## src/mavg_pkg.sv

```systemverilog
// mavg_pkg: shared types and constants for the moving average filter
// no dependencies; used by moving_average_filter_unit and its test bench
package mavg_pkg;

	// window length register
	localparam int LEN_W = 7;
	localparam logic [LEN_W-1:0] LEN_RESET = 7'd8;

	// sequencer states
	typedef enum logic [1:0] {
		ST_IDLE,
		ST_DIV,
		ST_FIN
	} state_t;

endpackage

```

## src/moving_average_filter_unit.sv

```systemverilog
// Items that do not fill the window are taken without a divide. An item that completes it
// starts the bit-serial divider (ST_DIV), retiring one quotient bit per cycle; ST_FIN then
// registers the average and raises out_valid, waiting while an earlier result is stalled.
// in_ready is low in ST_DIV and ST_FIN, so no item is taken until the result is registered.
// Reset (arst_n low, asynchronous): sum, count and pointer clear, window length returns to 8,
// no result pending. The window store is not cleared and needs no clearing pass.
// Depends on: mavg_pkg
module moving_average_filter_unit #(
	parameter int WINDOW_MAX  = 64,
	parameter int SAMPLE_BITS = 16
) (
	input  logic                          clk,
	input  logic                          arst_n,
	input  logic                          cfg_we,
	input  logic [mavg_pkg::LEN_W-1:0]    cfg_wdata,
	input  logic                          in_valid,
	output logic                          in_ready,
	input  logic signed [SAMPLE_BITS-1:0] sample,
	input  logic                          block_start,
	output logic                          out_valid,
	input  logic                          out_ready,
	output logic signed [SAMPLE_BITS-1:0] average
);

	localparam int PTR_W = $clog2(WINDOW_MAX);
	localparam int CNT_W = $clog2(WINDOW_MAX + 1);
	localparam int SUM_W = SAMPLE_BITS + $clog2(WINDOW_MAX);
	localparam int CMP_W = (mavg_pkg::LEN_W > CNT_W) ? mavg_pkg::LEN_W : CNT_W;
	localparam int REM_W = CNT_W + 1;
	localparam int AW    = CNT_W + 1;
	localparam int BC_W  = $clog2(SUM_W);

	mavg_pkg::state_t state_q, state_d;

	logic [mavg_pkg::LEN_W-1:0] len_q;
	logic [SUM_W-1:0]           sum_q;
	logic [CNT_W-1:0]           cnt_q;
	logic [PTR_W-1:0]           wp_q;
	logic [PTR_W-1:0]           oldest_q;
	logic [SAMPLE_BITS-1:0]     rd_q;
	logic [SUM_W-1:0]           dvd_q;
	logic [REM_W-1:0]           rem_q;
	logic                       neg_q;
	logic [BC_W-1:0]            bit_q;
	logic [SAMPLE_BITS-1:0]     avg_q;
	logic                       out_valid_q;

	logic [SAMPLE_BITS-1:0]     window_store_q [WINDOW_MAX];

	logic                       accept;
	logic                       fin_go;
	logic [CMP_W-1:0]           len_ext;
	logic [CMP_W-1:0]           eff_w;
	logic [CNT_W-1:0]           eff_len;
	logic [SUM_W-1:0]           base_sum;
	logic [CNT_W-1:0]           base_cnt;
	logic [PTR_W-1:0]           slot;
	logic [PTR_W-1:0]           wp_next;
	logic [SUM_W-1:0]           sample_ext;
	logic [SUM_W-1:0]           new_sum;
	logic [SUM_W-1:0]           new_mag;
	logic [CNT_W:0]             cnt_inc;
	logic                       win_full;
	logic [AW-1:0]              slot1;
	logic [AW-1:0]              oldest_w;
	logic [REM_W-1:0]           rem_sh;
	logic [REM_W-1:0]           div_len;
	logic                       q_bit;
	logic [REM_W-1:0]           rem_nx;
	logic [SUM_W-1:0]           quot_signed;
	logic [SUM_W-1:0]           rd_ext;

	// effective window length: zero acts as one, above the store depth acts as the depth
	always_comb begin
		len_ext = CMP_W'(len_q);
		if (len_ext == '0) begin
			eff_w = CMP_W'(1);
		end else if (len_ext > CMP_W'(WINDOW_MAX)) begin
			eff_w = CMP_W'(WINDOW_MAX);
		end else begin
			eff_w = len_ext;
		end
		eff_len = eff_w[CNT_W-1:0];
	end

	// intake: block start, running sum, fill check and oldest slot
	always_comb begin
		base_sum   = block_start ? '0 : sum_q;
		base_cnt   = block_start ? '0 : cnt_q;
		slot       = block_start ? '0 : wp_q;
		wp_next    = (slot == PTR_W'(WINDOW_MAX - 1)) ? '0 : slot + PTR_W'(1);
		sample_ext = {{(SUM_W - SAMPLE_BITS){sample[SAMPLE_BITS-1]}}, sample};
		new_sum    = base_sum + sample_ext;
		new_mag    = new_sum[SUM_W-1] ? (~new_sum + SUM_W'(1)) : new_sum;
		cnt_inc    = {1'b0, base_cnt} + (CNT_W + 1)'(1);
		win_full   = !(cnt_inc < {1'b0, eff_len});
		slot1      = AW'(slot) + AW'(1);
		if (slot1 >= AW'(eff_len)) begin
			oldest_w = slot1 - AW'(eff_len);
		end else begin
			oldest_w = slot1 + AW'(WINDOW_MAX) - AW'(eff_len);
		end
	end

	// one restoring division step per cycle
	always_comb begin
		div_len = {1'b0, eff_len};
		rem_sh  = {rem_q[REM_W-2:0], dvd_q[SUM_W-1]};
		q_bit   = (rem_sh >= div_len);
		rem_nx  = q_bit ? (rem_sh - div_len) : rem_sh;
	end

	// result sign and the sample that leaves the window
	always_comb begin
		quot_signed = neg_q ? (~dvd_q + SUM_W'(1)) : dvd_q;
		rd_ext      = {{(SUM_W - SAMPLE_BITS){rd_q[SAMPLE_BITS-1]}}, rd_q};
	end

	// sequencer next state
	always_comb begin
		state_d  = state_q;
		in_ready = (state_q == mavg_pkg::ST_IDLE);
		accept   = in_valid && in_ready;
		fin_go   = (state_q == mavg_pkg::ST_FIN) && (!out_valid_q || out_ready);
		case (state_q)
			mavg_pkg::ST_IDLE: begin
				if (accept && win_full) begin
					state_d = mavg_pkg::ST_DIV;
				end
			end
			mavg_pkg::ST_DIV: begin
				if (bit_q == '0) begin
					state_d = mavg_pkg::ST_FIN;
				end
			end
			mavg_pkg::ST_FIN: begin
				if (fin_go) begin
					state_d = mavg_pkg::ST_IDLE;
				end
			end
			default: begin
				state_d = mavg_pkg::ST_IDLE;
			end
		endcase
	end

	// state register
	always_ff @(posedge clk or negedge arst_n) begin
		if (!arst_n) begin
			state_q <= mavg_pkg::ST_IDLE;
		end else begin
			state_q <= state_d;
		end
	end

	// window length, running sum, fill count, write pointer and result flag
	always_ff @(posedge clk or negedge arst_n) begin
		if (!arst_n) begin
			len_q       <= mavg_pkg::LEN_RESET;
			sum_q       <= '0;
			cnt_q       <= '0;
			wp_q        <= '0;
			out_valid_q <= 1'b0;
		end else begin
			if (cfg_we) begin
				len_q <= cfg_wdata;
				sum_q <= '0;
				cnt_q <= '0;
				wp_q  <= '0;
			end else if (accept) begin
				sum_q <= new_sum;
				wp_q  <= wp_next;
				cnt_q <= win_full ? (eff_len - CNT_W'(1)) : cnt_inc[CNT_W-1:0];
			end else if (fin_go) begin
				sum_q <= sum_q - rd_ext;
			end
			if (fin_go) begin
				out_valid_q <= 1'b1;
			end else if (out_ready) begin
				out_valid_q <= 1'b0;
			end
		end
	end

	// divider datapath and output register
	always_ff @(posedge clk) begin
		if (accept) begin
			dvd_q    <= new_mag;
			rem_q    <= '0;
			neg_q    <= new_sum[SUM_W-1];
			bit_q    <= BC_W'(SUM_W - 1);
			oldest_q <= oldest_w[PTR_W-1:0];
		end else if (state_q == mavg_pkg::ST_DIV) begin
			dvd_q <= {dvd_q[SUM_W-2:0], q_bit};
			rem_q <= rem_nx;
			bit_q <= bit_q - BC_W'(1);
		end
		if (fin_go) begin
			avg_q <= quot_signed[SAMPLE_BITS-1:0];
		end
	end

	// window store: written on intake, oldest entry read back during the divide
	always_ff @(posedge clk) begin
		if (accept) begin
			window_store_q[slot] <= sample;
		end
		rd_q <= window_store_q[oldest_q];
	end

	assign out_valid = out_valid_q;
	assign average   = avg_q;

endmodule

```

## config.mk

```make
export PLATFORM = sky130hd
export DESIGN_NAME = moving_average_filter_unit
export DESIGN_NICKNAME = d
export VERILOG_FILES = /design/src/mavg_pkg.sv /design/src/moving_average_filter_unit.sv
export SDC_FILE = /design/constraint.sdc
export NUM_CORES = 1
export LEC_CHECK = 0
export BUFFER_PORTS_ARGS = -buffer_cell sky130_fd_sc_hd__buf_2
export CORE_UTILIZATION = 30
export CTS_CLUSTER_DIAMETER = 120
export DETAILED_ROUTE_END_ITERATION = 10
export HOLD_SLACK_MARGIN = 0.05
export SYNTH_ARGS = -nofsm -noshare
export SYNTH_HDL_FRONTEND = slang
export SYNTH_SLANG_ARGS = --single-unit
```

## constraint.sdc

```tcl
create_clock -name clk -period 9.5 [get_ports clk]
set_input_delay 0.95 -clock clk [delete_from_list [all_inputs] [get_ports clk]]
set_output_delay 0.95 -clock clk [all_outputs]
set_load 0.01 [all_outputs]
```

==> impl_metrics.csv <==
group,metric,value,unit
power_and_ir_drop,power.leakage,17.52,nW
floorplan,die_h,400.0,um
floorplan,start_util,30.31,%
placement,place_worst_setup_slack,4393,ps
yosys,synth_top_area_share,67.55,%
yosys,syn-num-nets,2587,
route,drc,0,
yosys,synth-adder-area-share,1.933,%
power_and_ir_drop,p_seq_share,46.7,%
yosys,synthArstFlopShare,3.940,%
cells_and_area,area_growth,14.46,%
yosys,synth_common_cells,"edfxtp_1, mux4_2, nor2_1, nand2_1, o21ai_0",
clocking,cts_htree_levels,3,
yosys,synthMuxAreaShare,16.34,%
global_routing,grt_usage,14.40,%
yosys,yosysMostFrequentCell,"edfxtp_1",
sta,hold_slack,374.5,ps
route,first_pass_iters,5,
floorplan,coreArea,156800,um2
floorplan,rows,145,
critical_path,arrival,4860,ps
power_and_ir_drop,clockPowerShare,34.8,%
cells_and_area,design_area,54390,um2
clocking,clk_pin_slew,60,ps
yosys,ys.warnings.count,0,
critical_path,path_class,"in2reg",
route,drt-vias-per-instance,4.995,
job,cap_violations,0,
sta,worst_slack,5037,ps
power_and_ir_drop,ir_worst_vdd,0.0001702,V
route,antenna_left,0,
sta,finClkSkew,80.15,ps
cells_and_area,fin_nets,2733,
cells_and_area,drive_gt1_share,26.15,%
clocking,cts.sinks,1142,
clocking,cts_tree,"yes",
placement,dpl.hpwl,67.41,mm
sta,maxSlewViolCount,0,
power_and_ir_drop,p_int,9.161,mW
clocking,worstSkewPairLatency,750,ps
global_routing,overflow,0,
clocking,cts-buffers-inserted,111,
sta,rsz0062_at_grt,"no",
yosys,synth_area_leader_cell,"edfxtp_1",
placement,place_congestion,0.8194,
yosys,synth-simple-area-share,4.147,%
clocking,post_cts_resize_count,0,
route,wl,115.3,mm
cells_and_area,fin_cells,4790,
sta,fmax,0.2241,GHz
yosys,syn_area_per_cell,19.11,um2
floorplan,dieArea,160000,um2
placement,placed_area,50770,um2
yosys,ys_ff_latch,1142,
clocking,cts_root_buffer,"clkbuf_16",
power_and_ir_drop,p_switching,3.410,mW
cells_and_area,fill_cells,14670,
clocking,cts.path.max_buffers,3,
power_and_ir_drop,cellPowerDensity,231.1,nW/um2
clocking,hold_buffers,0,
sta,tightestPinTransition,1242,ps
route,wl_per_cell,24.07,um
yosys,synth_top_family_by_area,"multiplexers",
critical_path,crit_path_max_fanout,35,
yosys,ys_types,79,
yosys,synth_xor_area_share,1.638,%
yosys,yosysSeqAreaShare,71.11,%
floorplan,io_pins,47,
floorplan,fp.dieW,400.0,um
critical_path,worstSetupStartpointType,"input port",
clocking,cts_setup_buffers,0,
min_path,hold_class,"in2async",
global_routing,grt_pass1_wl,167.9,mm
sta,hold_viol,0,
yosys,synth_edf_count,1069,
yosys,postSynthCellCount,2487,
global_routing,antenna_found_initial,2,
yosys,synthFlopType,"edfxtp_1",
route,drtIter0Drc,2238,
sta,period_share,46.98,%
power_and_ir_drop,combPwrFrac,18.6,%
placement,portBuffers,46,
global_routing,grt_pass1_vias,23860,
sta,min_period,4463,ps
yosys,ys_top_cells_by_area,"edfxtp_1, mux4_2, dfrtp_1",
route,vias,23930,
critical_path,crit_required,9900,ps
placement,dp_cells,4578,
status,status,"completed",
critical_path,endpoint_kind,"flip-flop",
sta,tns,0,ps
global_routing,grt_start_max_net_pins,141,
sta,maxSlewHeadroom,17.23,%
yosys,netlist_area,47520,um2
cells_and_area,seq_area,33790,um2
power_and_ir_drop,finalPower,12.57,mW
power_and_ir_drop,swShare,27.12,%
yosys,synth_compound_area_share,3.418,%
cells_and_area,multi_input_area,13170,um2
cells_and_area,postLayoutCoreUtil,34.70,%
sta,setup_viol,0,
-- worst paths after layout --
kind | from | endpoint | slack (ps) | cells past startpoint
worst max-delay path | sample[1] | dvd_q[6] | 5040 | 14
worst min-delay path | arst_n | state_q[0] | 370 | 2
worst max register to register | sum_q[0] | dvd_q[17] | 5540 | 14
worst min register to register | rem_q[3] | rem_q[3] | 480 | 2
max in group asynchronous | arst_n | wp_q[3] | 8630 | 2
min in group clk | rem_q[3] | rem_q[3] | 480 | 2
-- sequential cells by signal, summed over array words and instances (netlist names) --
name            cells
rd_q               16
out_valid           1
rem_q               7
oldest_q            6
average            16
dvd_q              22
len_ext             7
cnt_q               7
neg_q               1
window_store_q   1024
bit_q               5
wp_q                6
state_q             2
sum_q              22
-- layout by cell type, fill, tap and decap left out, drive strengths merged, types with 7 or more instances in the layout --
cell	Yosys	final
nor2b	38	38
buf	41	144
xnor2	57	57
xor2	31	31
nand2b	21	21
nor2	158	158
nor3	20	20
o21a	11	11
mux4	336	336
nand3b	12	12
a21o	12	12
mux2i	13	13
bufinv	0	8
inv	56	60
o21ai	84	84
ha	67	67
nand3	30	30
dfxtp	28	28
a31oi	10	10
edfxtp	1069	1069
a211oi	16	16
o31ai	12	12
clkinv	1	56
nand2	104	104
or3	8	8
a21oi	53	53
dfrtp	44	44
nor4	7	7
clkbuf	70	142
-- per-layer routing --
layer  up-vias  wire length, um  global-route usage [%]
li1      10390                -                       -
met1     12690            50250                   20.03
met2       696            55850                   23.47
met3       149             7027                   2.726
met4         0             2170                   2.960
met5         -                0                       0
-- power groups by stage --
stage               clock network [mW]  registers (mW)  logic [mW]
finish                            4.37            5.87        2.34
global route                      4.65            5.88        2.54
CTS                               4.46            5.86        2.36
detailed placement                   0            5.97        2.36
global placement                     0            5.96        2.35
floorplan                            0            5.90        1.67
-- worst max-delay path, stage by stage --
cell	delay (ps)
buf_2	580
buf_4	500
ha_1	310
nand3_1	140
a21oi_2	100
o21ai_0	420
a21oi_2	170
o21ai_1	200
a31oi_2	130
xor2_2	640
inv_2	220
o21ai_0	160
xor2_1	170
o21ai_0	90
-- cells by family (layout without fill, tap and decap cells) --
logic type / count (synthesis) / count (layout)
DFF: 1142 / 1142
and+or+nand+nor: 420 / 420
muxes: 355 / 355
AOI/OAI and AO/OA: 243 / 243
buffers and inverters: 168 / 411
xor gates and xnor gates: 88 / 88
adders and majority gates: 71 / 71
other: 0 / 2
-- final cells by class --
cell class              count  area share (%)
repair buffers            144           1.891
diodes                      2        0.009202
clock inverters            68           1.224
inverters                  57          0.3934
multi-input cells        1177           24.21
well taps                2058           4.734
flip-flops and latches   1142           62.12
clock buffers             142           5.415
Power figures use the tool's default switching activity.
